==> src/design/ordered_array_list_engine_core_defines.svh <==
// assertion macros used by the ordered list engine core
`ifndef ORDERED_ARRAY_LIST_ENGINE_CORE_DEFINES_SVH
`define ORDERED_ARRAY_LIST_ENGINE_CORE_DEFINES_SVH
`ifndef SYNTHESIS
// plain property checked on every clock outside reset
`define OALE_ASSERT(lbl, prop, msg) \
  lbl: assert property (@(posedge clk_i) disable iff (!rst_ni) prop) else $error(msg);
// same-cycle implication checked on every clock outside reset
`define OALE_ASSERT_IMP(lbl, ante, cons, msg) \
  lbl: assert property (@(posedge clk_i) disable iff (!rst_ni) (ante) |-> (cons)) \
    else $error(msg);
`else
`define OALE_ASSERT(lbl, prop, msg)
`define OALE_ASSERT_IMP(lbl, ante, cons, msg)
`endif
`endif

==> src/design/oale_pkg.sv <==
// shared types and constants of the ordered list engine
package oale_pkg;

  // default sizing
  localparam int CAPACITY_DEF   = 64;
  localparam int WORD_WIDTH_DEF = 32;

  // request and result field widths
  localparam int OP_W     = 3;
  localparam int POS_W    = 7;
  localparam int VAL_W    = 32;
  localparam int STATUS_W = 2;
  localparam int WORD_W   = 32;
  localparam int FPOS_W   = 6;
  localparam int LEN_W    = 7;
  localparam int IN_DATA_W  = 48;
  localparam int OUT_DATA_W = 48;

  // operation codes
  typedef enum logic [OP_W-1:0] {
    OP_INSERT = 3'd0,
    OP_DELETE = 3'd1,
    OP_LOCATE = 3'd2,
    OP_GET    = 3'd3,
    OP_CLEAR  = 3'd4
  } op_e;

  // result status codes
  typedef enum logic [STATUS_W-1:0] {
    ST_OK        = 2'd0,
    ST_RANGE     = 2'd1,
    ST_FULL      = 2'd2,
    ST_NOT_FOUND = 2'd3
  } status_e;

  // broadcast controls for every cell
  typedef struct packed {
    logic shift_up;
    logic shift_down;
    logic scan_locate;
  } cell_ctrl_t;

  // scan token passed cell to cell
  typedef struct packed {
    logic vld;
    logic hit;
  } scan_tok_t;

endpackage

==> src/design/oale_cell.sv <==
// one list cell: holds an entry, shifts with its neighbors, forwards the scan token
module oale_cell #(
  parameter int WORD_WIDTH = oale_pkg::WORD_WIDTH_DEF,
  parameter int IDX_WIDTH  = 6,
  parameter int CMP_WIDTH  = 7
) (
  input  logic                   clk_i,
  input  logic                   rst_ni,
  input  oale_pkg::cell_ctrl_t   ctrl_i,
  input  logic [IDX_WIDTH-1:0]   cell_idx_i,
  input  logic [CMP_WIDTH-1:0]   pos_i,
  input  logic [CMP_WIDTH-1:0]   count_i,
  input  logic [WORD_WIDTH-1:0]  value_i,
  input  logic [WORD_WIDTH-1:0]  left_word_i,
  input  logic [WORD_WIDTH-1:0]  right_word_i,
  output logic [WORD_WIDTH-1:0]  word_o,
  input  oale_pkg::scan_tok_t    scan_i,
  input  logic [WORD_WIDTH-1:0]  scan_word_i,
  input  logic [IDX_WIDTH-1:0]   scan_idx_i,
  output oale_pkg::scan_tok_t    scan_o,
  output logic [WORD_WIDTH-1:0]  scan_word_o,
  output logic [IDX_WIDTH-1:0]   scan_idx_o
);

  logic [WORD_WIDTH-1:0] word_d, word_q;
  oale_pkg::scan_tok_t   tok_d, tok_q;
  logic [WORD_WIDTH-1:0] sword_d, sword_q;
  logic [IDX_WIDTH-1:0]  sidx_d, sidx_q;
  logic [CMP_WIDTH-1:0]  idx_x;
  logic                  occupied;
  logic                  is_match;
  logic                  take;

  assign idx_x    = CMP_WIDTH'(cell_idx_i);
  assign occupied = idx_x < count_i;
  assign is_match = ctrl_i.scan_locate ? (word_q == value_i) : (idx_x == pos_i);

  // entry update on insert or delete
  always_comb begin
    word_d = word_q;
    if (ctrl_i.shift_up) begin
      if (idx_x > pos_i) begin
        word_d = left_word_i;
      end else if (idx_x == pos_i) begin
        word_d = value_i;
      end
    end else if (ctrl_i.shift_down && (idx_x >= pos_i)) begin
      word_d = right_word_i;
    end
  end

  // first occupied matching cell claims the token
  always_comb begin
    take      = scan_i.vld && !scan_i.hit && occupied && is_match;
    tok_d.vld = scan_i.vld;
    tok_d.hit = scan_i.hit | take;
    sword_d   = take ? word_q : scan_word_i;
    sidx_d    = take ? cell_idx_i : scan_idx_i;
  end

  // entry and token payload
  always_ff @(posedge clk_i) begin
    word_q  <= word_d;
    sword_q <= sword_d;
    sidx_q  <= sidx_d;
  end

  // token flags
  always_ff @(posedge clk_i or negedge rst_ni) begin
    if (!rst_ni) begin
      tok_q <= '0;
    end else begin
      tok_q <= tok_d;
    end
  end

  assign word_o      = word_q;
  assign scan_o      = tok_q;
  assign scan_word_o = sword_q;
  assign scan_idx_o  = sidx_q;

endmodule

==> config.mk <==
export PLATFORM = sky130hd
export DESIGN_NAME = oale_cell
export DESIGN_NICKNAME = d
export VERILOG_FILES = /design/src/design/ordered_array_list_engine_core_defines.svh /design/src/design/oale_pkg.sv /design/src/design/oale_cell.sv
export SDC_FILE = /design/constraint.sdc
export NUM_CORES = 1
export LEC_CHECK = 0
export BUFFER_PORTS_ARGS = -buffer_cell sky130_fd_sc_hd__buf_2
export CELL_PAD_IN_SITES_DETAIL_PLACEMENT = 1
export CELL_PAD_IN_SITES_GLOBAL_PLACEMENT = 1
export CORE_MARGIN = 3
export CORE_UTILIZATION = 39
export CTS_BUF_LIST = sky130_fd_sc_hd__clkbuf_2 sky130_fd_sc_hd__clkbuf_4 sky130_fd_sc_hd__clkbuf_8
export DETAILED_ROUTE_END_ITERATION = 12
export PLACE_DENSITY_LB_ADDON = 0.2
export RECOVER_POWER = 100
export SLEW_MARGIN = 20
export SYNTH_ARGS = -nofsm -noshare
export SYNTH_HDL_FRONTEND = slang
export SYNTH_SLANG_ARGS = --single-unit
==> constraint.sdc <==
create_clock -name clk_i -period 4.2 [get_ports clk_i]
set_clock_uncertainty 0.2 [all_clocks]
set_input_delay 0.84 -clock clk_i [delete_from_list [all_inputs] [get_ports clk_i]]
set_output_delay 0.84 -clock clk_i [all_outputs]
set_load 0.005 [all_outputs]
==> impl_metrics.csv, run 1 <==
group,metric,value,unit
power,p_leak,2.57,nW
finish,drive_above_1_share,0.278,
timing,tightest_slew,1.30,ns
clock_tree,clk_path_buf_depth,2,
finish,utilization,0.496,
clock_tree,htree_levels,3,
critical_path,reg2reg_slack,1.69,ns
synthesis,synth.avg_cell_area,8.32,um^2
clock_tree,post_cts_buffers,0,
detailed_routing,route.detailed.drc,0,
critical_path,startpoint_type,"input port",
timing,hold_viol_final,0,
critical_path,cp_max_fo,34,
timing,max-slew-margin-rel,0.135,
timing,min_period_over_period,0.810,
power,powerDensity,268,mW/mm^2
synthesis,synth-edff-count,32,
critical_path,critPathCaptureType,"flop",
clock_tree,cts_hold_buf,0,
synthesis,ys_seq_elements,72,
critical_path,worstPathRequired,4.02,ns
synthesis,yosysWarnings,0,
timing,rsz0062_at_grt,"false",
power,ir_drop,145,uV
timing,slew_viol_final,0,
detailed_routing,wirelength,22800,um
detailed_routing,dr.pass1.iters,4,
detailed_routing,viasPerCell,6.24,
clock_tree,cts-root-buf,"clkbuf_8",
synthesis,ys_types,42,
synthesis,yosysSeqAreaShare,0.310,
synthesis,syn_area,0.00571,mm^2
job,cap_viol_max_count,0,
finish,num-nets-final,1030,
worst_hold_path,hold_class,"input port to asynchronous set/reset pin",
critical_path,timing.rr.end,"scan_word_o[3]",
grt,grt_antenna_before_repair,1,
power,design_power_total,1.87,mW
die,coreArea,0.0141,mm^2
clock_tree,insertion_delay,0.35,ns
clock_tree,cts_inserted_buffers,9,
detailed_routing,vias,6511,
critical_path,r2r_start,"word_o[30]",
die,initial_utilization,0.405,
detailed_routing,postRouteAntennaNets,0,
synthesis,synth_async_sr_flop_share,0.0278,
grt,first_global_vias,6437,
detailed_routing,drt_iter0_drc,658,
clock_tree,cts_tree,"yes",
run_status,outcome,"complete, no violations",
die,die_x,127,um
critical_path,critPathArrivalTime,3.22,ns
grt,gr-usage-all-layers,0.275,
timing,fin_tns_setup,0,ns
clock_tree,clock_sinks,72,
detailed_routing,wire_per_inst,21.8,um
critical_path,path_class,"input port to flop",
synthesis,ys_dominant_reg_cell,"dfxtp_1",
clock_tree,post_cts_resized,0,
grt,overflow,0,
finish,syn2layout_area_growth,22.4,%
finish,final_common_cell,"buf_2",
synthesis,syn_nets,858,
timing,timing.fmax,294,MHz
timing,finalSetupViolations,0,
die,die_h,127,um
timing,finalCriticalPeriod,3.40,ns
die,ioPinCount,233,
critical_path,ff2ff_path_depth,5,
grt,grt_start_max_net_pins,97,
placement,hpwl,16200,um
placement,io_buffers,232,
critical_path,worstSetupStartpoint,"cell_idx_i[4]",
finish,mostFrequentLayoutCells,"buf_2, inv_1, nand4_1, nand3_1",
clock_tree,path_clk_slew,0.08,ns
synthesis,netlist_instances,686,
critical_path,crit_end,"word_o[1]",
die,dieArea,0.0161,mm^2
die,num_rows,43,
grt,grt_first_pass_wirelength,35600,um
placement,globalplace.congestion,0.860,
-- state kept, by name (all words and copies together) (netlist names) --
| name | cells |
|---|---|
| scan_word_o | 32 |
| word_o | 32 |
| scan_o | 2 |
| scan_idx_o | 6 |
-- final cells by class --
cell class | instances | area, um^2
fillers | 1809 | 7110
multi-input cells | 480 | 3420
flip-flops and latches | 72 | 1770
repair buffers | 246 | 1220
well taps | 180 | 225
inverters | 49 | 184
clock buffers | 12 | 146
clock inverters | 4 | 21.3
diodes | 1 | 2.50
-- how the worst min path moves through the flow --
stage	endpoint	slack, ns	depth (start not counted)
after global routing	scan_o[1]	0.05	1
after CTS	scan_o[1]	0.04	1
final	scan_o[1]	0.06	1
after global placement	scan_o[1]	0.42	1
after detailed placement	scan_o[0]	0.43	1
after floorplan	scan_o[0]	0.34	0
-- per-layer routing --
metal / vias up / part of all wire / GRT usage
met3: 27 / 0.086 / 0.0467
met4: 0 / 0.018 / 0.0713
met2: 328 / 0.48 / 0.440
li1: 3005 / - / -
met5: - / 0 / 0
met1: 3151 / 0.42 / 0.384
-- critical path: stages --
cell      delay, ns
clkbuf_1       0.12
ha_1           0.32
nand4b_1       0.20
or2_2          0.62
a21oi_1        0.64
buf_4          0.45
-- per-stage QoR --
| step | setup WS [ns] | hold slack, ns | instance area [um^2] | std cells |
|---|---|---|---|---|
| 3_5_place_dp | 0.776 | 0.429 | 6880 | 1027 |
| 3_3_place_gp | 0.878 | 0.424 | 6880 | 1027 |
| 4_1_cts | 1.15 | 0.0415 | 7050 | 1043 |
| 6_report | 0.797 | 0.0565 | 6990 | 1044 |
| 5_1_grt | 0.632 | 0.0502 | 6990 | 1044 |
| 2_1_floorplan | 0.619 | 0.344 | 5710 | 686 |
-- cells by family after synthesis --
group	after synthesis	synth area share
flops	72	0.310
fa+ha+maj	11	0.0241
simple gates	211	0.209
compound gates	227	0.312
buf+inv	134	0.0969
xor+xnor	31	0.0476
-- synthesized netlist by cell type (8+ instances only) --
| cell | n | area [um^2] |
|---|---|---|
| nand2b_1 | 33 | 206 |
| o21ai_0 | 32 | 160 |
| a2111oi_0 | 29 | 254 |
| o21ai_1 | 8 | 40.0 |
| edfxtp_1 | 32 | 961 |
| dfxtp_1 | 38 | 761 |
| ha_1 | 11 | 138 |
| nand3_1 | 41 | 205 |
| clkbuf_1 | 70 | 263 |
| inv_1 | 49 | 184 |
| nand4_1 | 42 | 263 |
| o211ai_1 | 33 | 248 |
| and2_1 | 38 | 238 |
| nand2_1 | 34 | 128 |
| xor2_1 | 12 | 105 |
| xnor2_1 | 19 | 166 |
| a211oi_1 | 38 | 285 |
| o2111ai_1 | 32 | 280 |
| a221oi_1 | 34 | 298 |
-- power by group --
| part | switching [mW] | internal [mW] | leakage [nW] | total, mW |
|---|---|---|---|---|
| logic | 0.310 | 0.206 | 1.85 | 0.516 |
| registers | 0.0480 | 0.797 | 0.626 | 0.845 |
| clock network | 0.276 | 0.231 | 0.0897 | 0.508 |
| total | 0.634 | 1.23 | 2.57 | 1.87 |
Power figures use the tool's default switching activity.
==> inputs of run 2 (changes only) <==
--- a/config.mk
+++ b/config.mk
@@ -9,7 +9,7 @@
 export CELL_PAD_IN_SITES_DETAIL_PLACEMENT = 1
 export CELL_PAD_IN_SITES_GLOBAL_PLACEMENT = 1
 export CORE_MARGIN = 3
-export CORE_UTILIZATION = 39
+export CORE_UTILIZATION = 32
 export CTS_BUF_LIST = sky130_fd_sc_hd__clkbuf_2 sky130_fd_sc_hd__clkbuf_4 sky130_fd_sc_hd__clkbuf_8
 export DETAILED_ROUTE_END_ITERATION = 12
 export PLACE_DENSITY_LB_ADDON = 0.2
==> constraint.sdc (replaced) <==
create_clock -name clk_i -period 3.04 [get_ports clk_i]
set_clock_uncertainty 0.2 [all_clocks]
set_input_delay 0.608 -clock clk_i [delete_from_list [all_inputs] [get_ports clk_i]]
set_output_delay 0.608 -clock clk_i [all_outputs]
set_load 0.005 [all_outputs]
==> run 2 against run 1 <==
  * Non-clock buffer count rose by 11
  * Register-to-register slack got worse by 1.3 ns
  * Via count fell by 0.45%
  * Critical path depth rose by 2
  * Sequential share of layout area fell by 1.2 points
==> impl_metrics.csv, run 2 (synthesis results as in run 1) <==
group,metric,value,unit
run_status,outcome,"complete, no violations",
power,p_leak,2.71,nW
placement,hpwl,17700,um
timing,rsz0062_at_grt,"false",
detailed_routing,viasPerCell,5.90,
worst_hold_path,worstHoldPathCells,1,
finish,multi_input_area,0.00343,mm^2
die,initial_utilization,0.329,
grt,grt_start_max_net_pins,71,
timing,fin_tns_setup,0,ns
grt,overflow,0,
grt,gr-usage-all-layers,0.238,
placement,globalplace.congestion,0.864,
critical_path,worstPathRequired,3.07,ns
detailed_routing,vias,6482,
clock_tree,cts_tree,"yes",
detailed_routing,postRouteAntennaNets,0,
critical_path,timing.rr.end,"scan_o[0]",
finish,antenna_cells,0,
finish,utilization,0.423,
timing,finalCriticalPeriod,2.76,ns
detailed_routing,drt_iter0_drc,411,
critical_path,reg2reg_slack,0.41,ns
critical_path,critPathArrivalTime,2.79,ns
finish,final_cells,1099,
timing,max-slew-margin-rel,0.359,
detailed_routing,dr.pass1.iters,5,
die,num_rows,48,
clock_tree,clk_path_buf_depth,2,
die,ioPinCount,233,
placement,place_inst,1082,
clock_tree,htree_levels,3,
placement,io_buffers,232,
die,die_h,140,um
timing,finalSetupViolations,0,
critical_path,cp_max_fo,25,
clock_tree,insertion_delay,0.37,ns
worst_hold_path,hold_class,"input port to flop",
finish,final_area,0.00735,mm^2
finish,nFillCells,2130,
finish,final_common_cell,"buf_2",
clock_tree,cts-root-buf,"clkbuf_8",
clock_tree,clock_sinks,72,
timing,min_period_over_period,0.906,
critical_path,slowest_stage,"o211ai_1",
finish,seq_area,0.00177,mm^2
finish,mostFrequentLayoutCells,"buf_2, inv_1, nand4_1, nand3_1, clkbuf_1",
clock_tree,post_cts_resized,0,
critical_path,cpPeakStageDelay,0.54,ns
detailed_routing,route.detailed.drc,0,
critical_path,startpoint_type,"input port",
timing,slew_viol_final,0,
critical_path,r2r_start,"word_o[29]",
worst_hold_path,hold_end,"scan_o[1]",
placement,dpl_cell_area,0.00715,mm^2
clock_tree,path_clk_slew,0.08,ns
finish,syn2layout_area_growth,28.7,%
worst_hold_path,min_from,"scan_i[1]",
power,powerDensity,394,mW/mm^2
critical_path,ff2ff_path_depth,5,
timing,timing.fmax,363,MHz
timing,tightest_slew,0.960,ns
grt,first_global_vias,6615,
power,design_power_total,2.89,mW
detailed_routing,wire_per_inst,21.9,um
timing,hold_viol_final,0,
finish,drive_above_1_share,0.283,
critical_path,path_class,"input port to flop",
critical_path,critPathCaptureType,"flop",
die,dieArea,0.0195,mm^2
power,ir_drop,174,uV
job,cap_viol_max_count,0,
die,coreArea,0.0174,mm^2
die,die_x,140,um
grt,grt_first_pass_wirelength,37200,um
critical_path,path_cells,"clkbuf_1 -> ha_1 -> a21oi_1 -> o211ai_1 -> clkbuf_2 -> a2111oi_0 -> a221oi_1 -> nand3_1",
finish,num-nets-final,1041,
detailed_routing,wirelength,24000,um
clock_tree,cts_inserted_buffers,9,
grt,grt_antenna_before_repair,0,
[run 2: routing by layer]
metal  vias to the layer above  part of all wire  GRT usage
met3                        23             0.065     0.0454
met5                         -                 0          0
li1                       3022                 -          -
met2                       264              0.48      0.390
met4                         0             0.018     0.0683
met1                      3173              0.44      0.320
[run 2: layout make-up]
cell class,instances,share of cell area
multi-input combinational,480,0.467
sequential,72,0.241
timing repair buffer,257,0.195
tap,225,0.0383
inverter,49,0.0250
clock buffer,13,0.0210
clock inverter,3,0.0123
[run 2: worst max-delay path by stage]
| stage | slack (ns) | endpoint | from |
|---|---|---|---|
| finish | 0.28 | scan_word_o[13] | cell_idx_i[5] |
| global route | 0.14 | scan_word_o[13] | cell_idx_i[5] |
| CTS | 0.37 | word_o[7] | cell_idx_i[4] |
| detailed placement | -0.03 | word_o[15] | cell_idx_i[4] |
| global placement | 0.02 | word_o[14] | cell_idx_i[4] |
| floorplan | 0.004 | word_o[0] | pos_i[1] |
[run 2: per-stage QoR]
step	hold WS, ns	setup WS (ns)
3_3_place_gp	0.192	0.0154
2_1_floorplan	0.112	0.00401
4_1_cts	0.145	0.366
3_5_place_dp	0.198	-0.0289
6_report	0.158	0.284
5_1_grt	0.142	0.139
[run 2: report_power, final]
part | switching, mW | internal, mW | total (mW)
Sequential | 0.0700 | 1.10 | 1.17
Clock | 0.387 | 0.583 | 0.971
Combinational | 0.437 | 0.313 | 0.750
[run 2: critical path, delay by kind of cell]
family                   cells  cell delay, ns
AO/OA/AOI/OAI                4            1.04
adder cells (fa/ha/maj)      1            0.32
buffers and inverters        2            0.65
AND/OR/NAND/NOR              1            0.15
[run 2: repair_timing]
item | 4_1_cts | 5_1_grt
setup buffers | 0 | 0
endpoints found under the hold margin | 2 | 0
endpoints found under the setup margin | 0 | 0
hold buffers | 1 | 0
==> inputs of run 3 (changes only) <==
==> constraint.sdc (replaced) <==
create_clock -name clk_i -period 3.04 [get_ports clk_i]
set_clock_uncertainty 0.2 [all_clocks]
set_input_delay 0.608 -clock clk_i [delete_from_list [all_inputs] [get_ports clk_i]]
set_output_delay 0.608 -clock clk_i [all_outputs]
set_load 0.1 [all_outputs]
==> run 3 against run 2 <==
  * Fmax decreased by 0.15%
  * Sequential power hardly changed
  * Count of clock-buffer cells in the layout did not move
  * Via count is 0.35% higher
  * First-iteration DRC count shrank 12%
  * Critical path type unchanged
  * Critical endpoint unchanged
  * Largest power group is now combinational cells
==> impl_metrics.csv, run 3 (synthesis results as in run 1) <==
group,metric,value,unit
placement,place_inst,1082,
clock_tree,cts_inserted_buffers,9,
finish,nFillCells,2146,
critical_path,critPathBufInv,2,
critical_path,worstPathRequired,3.07,ns
timing,timing.fmax,362,MHz
critical_path,startpoint_type,"input port",
timing,slew_viol_final,0,
critical_path,crit_cells,8,
clock_tree,path_clk_slew,0.08,ns
power,intPower,1.99,mW
timing,finalSetupViolations,0,
worst_hold_path,hold_class,"input port to flop",
detailed_routing,viasPerCell,5.92,
timing,max-slew-margin-rel,0.149,
critical_path,cp_max_fo,25,
timing,finalCriticalPeriod,2.76,ns
timing,fin_tns_setup,0,ns
placement,hpwl,17700,um
critical_path,path_cells,"clkbuf_1 -> ha_1 -> a21oi_1 -> o211ai_1 -> clkbuf_2 -> a2111oi_0 -> a221oi_1 -> nand3_1",
critical_path,critPathCaptureType,"flop",
detailed_routing,postRouteAntennaNets,0,
detailed_routing,drt_iter0_drc,363,
timing,holdWs,0.157,ns
die,ioPinCount,233,
placement,dpl_cell_area,0.00715,mm^2
grt,gr-usage-all-layers,0.238,
grt,grt_first_pass_wirelength,37200,um
power,netSwitchingPower,1.42,mW
critical_path,path_class,"input port to flop",
job,cap_viol_max_count,0,
die,die_h,140,um
critical_path,cpPeakStageDelay,0.55,ns
critical_path,ff2ff_path_depth,5,
critical_path,path_delay_family,"compound AO/OA/AOI/OAI gates",
grt,grt_antenna_before_repair,0,
timing,tightest_slew,1.28,ns
grt,first_global_vias,6615,
finish,final_area,0.00731,mm^2
die,initial_utilization,0.329,
worst_hold_path,worstHoldPathCells,1,
power,powerDensity,466,mW/mm^2
grt,overflow,0,
finish,antenna_cells,0,
power,pwr-share-seq,0.344,
timing,rsz0062_at_grt,"false",
clock_tree,htree_levels,3,
detailed_routing,wire_per_inst,22.0,um
die,coreArea,0.0174,mm^2
timing,hold_viol_final,0,
power,p_sw_frac,0.416,
clock_tree,clk_path_buf_depth,2,
die,die_x,140,um
die,dieArea,0.0195,mm^2
clock_tree,clock_sinks,72,
timing,min_period_over_period,0.908,
die,num_rows,48,
placement,globalplace.congestion,0.864,
power,p_leak,2.64,nW
finish,syn2layout_area_growth,28.0,%
detailed_routing,dr.pass1.iters,4,
finish,drive_above_1_share,0.246,
clock_tree,cts_tree,"yes",
placement,io_buffers,232,
run_status,outcome,"complete, no violations",
clock_tree,post_cts_buffers,0,
finish,final_common_cell,"buf_2",
critical_path,slowest_stage,"o211ai_1",
finish,num-nets-final,1041,
finish,utilization,0.421,
clock_tree,cts-root-buf,"clkbuf_8",
critical_path,critPathArrivalTime,2.79,ns
detailed_routing,vias,6505,
finish,final_cells,1099,
finish,mostFrequentLayoutCells,"buf_2, clkbuf_1, inv_1, nand4_1, nand3_1",
detailed_routing,wirelength,24200,um
power,pwr-share-clk,0.285,
power,ir_drop,194,uV
grt,grt_start_max_net_pins,71,
clock_tree,insertion_delay,0.36,ns
power,power.share.combinational,0.371,
detailed_routing,route.detailed.drc,0,
==> run 3: layout make-up <==
class / instances / area [um^2] / share of cell area
repair buffers: 257 / 1390 / 0.191
inverters: 49 / 184 / 0.0252
well taps: 225 / 282 / 0.0385
flip-flops and latches: 72 / 1770 / 0.243
multi-input cells: 480 / 3430 / 0.470
clock inverters: 3 / 90.1 / 0.0123
clock buffers: 13 / 154 / 0.0211
==> run 3: timing repair <==
action                    CTS  global route
hold endpoints to repair    2             0
hold buffers                1             0
gates resized for setup     0             0
==> run 3: path summary, 6_finish.rpt <==
check | start | to | slack, ns
max | cell_idx_i[5] | scan_word_o[13] | 0.28
min | scan_i[1] | scan_o[1] | 0.16
max reg2reg | word_o[29] | scan_o[0] | 0.40
min reg2reg | word_o[0] | scan_word_o[0] | 0.58
max in group asynchronous | rst_ni | scan_o[0] | 2.16
min in group asynchronous | rst_ni | scan_o[1] | 0.34
==> run 3: power groups by stage <==
stage	combinational (mW)	sequential, mW	clock, mW
final	1.26	1.17	0.970
after global routing	1.34	1.18	1.04
after CTS	1.29	1.17	0.994
after detailed placement	1.28	1.19	0
after global placement	1.26	1.19	0
after floorplan	0.385	1.70	0
==> run 3: layer usage <==
layer | vias to the layer above | part of all wire | global-route usage
met5 | - | 0 | 0
met4 | 0 | 0.019 | 0.0683
met3 | 27 | 0.060 | 0.0454
met2 | 262 | 0.47 | 0.390
met1 | 3196 | 0.45 | 0.320
li1 | 3020 | - | -
==> run 3: metrics by stage <==
step | power, mW | worst slack [ns]
floorplan | 2.08 | 0.00401
global placement | 2.45 | 0.0154
detailed placement | 2.48 | -0.0289
CTS | 3.45 | 0.366
global route | 3.56 | 0.139
finish | 3.41 | 0.280
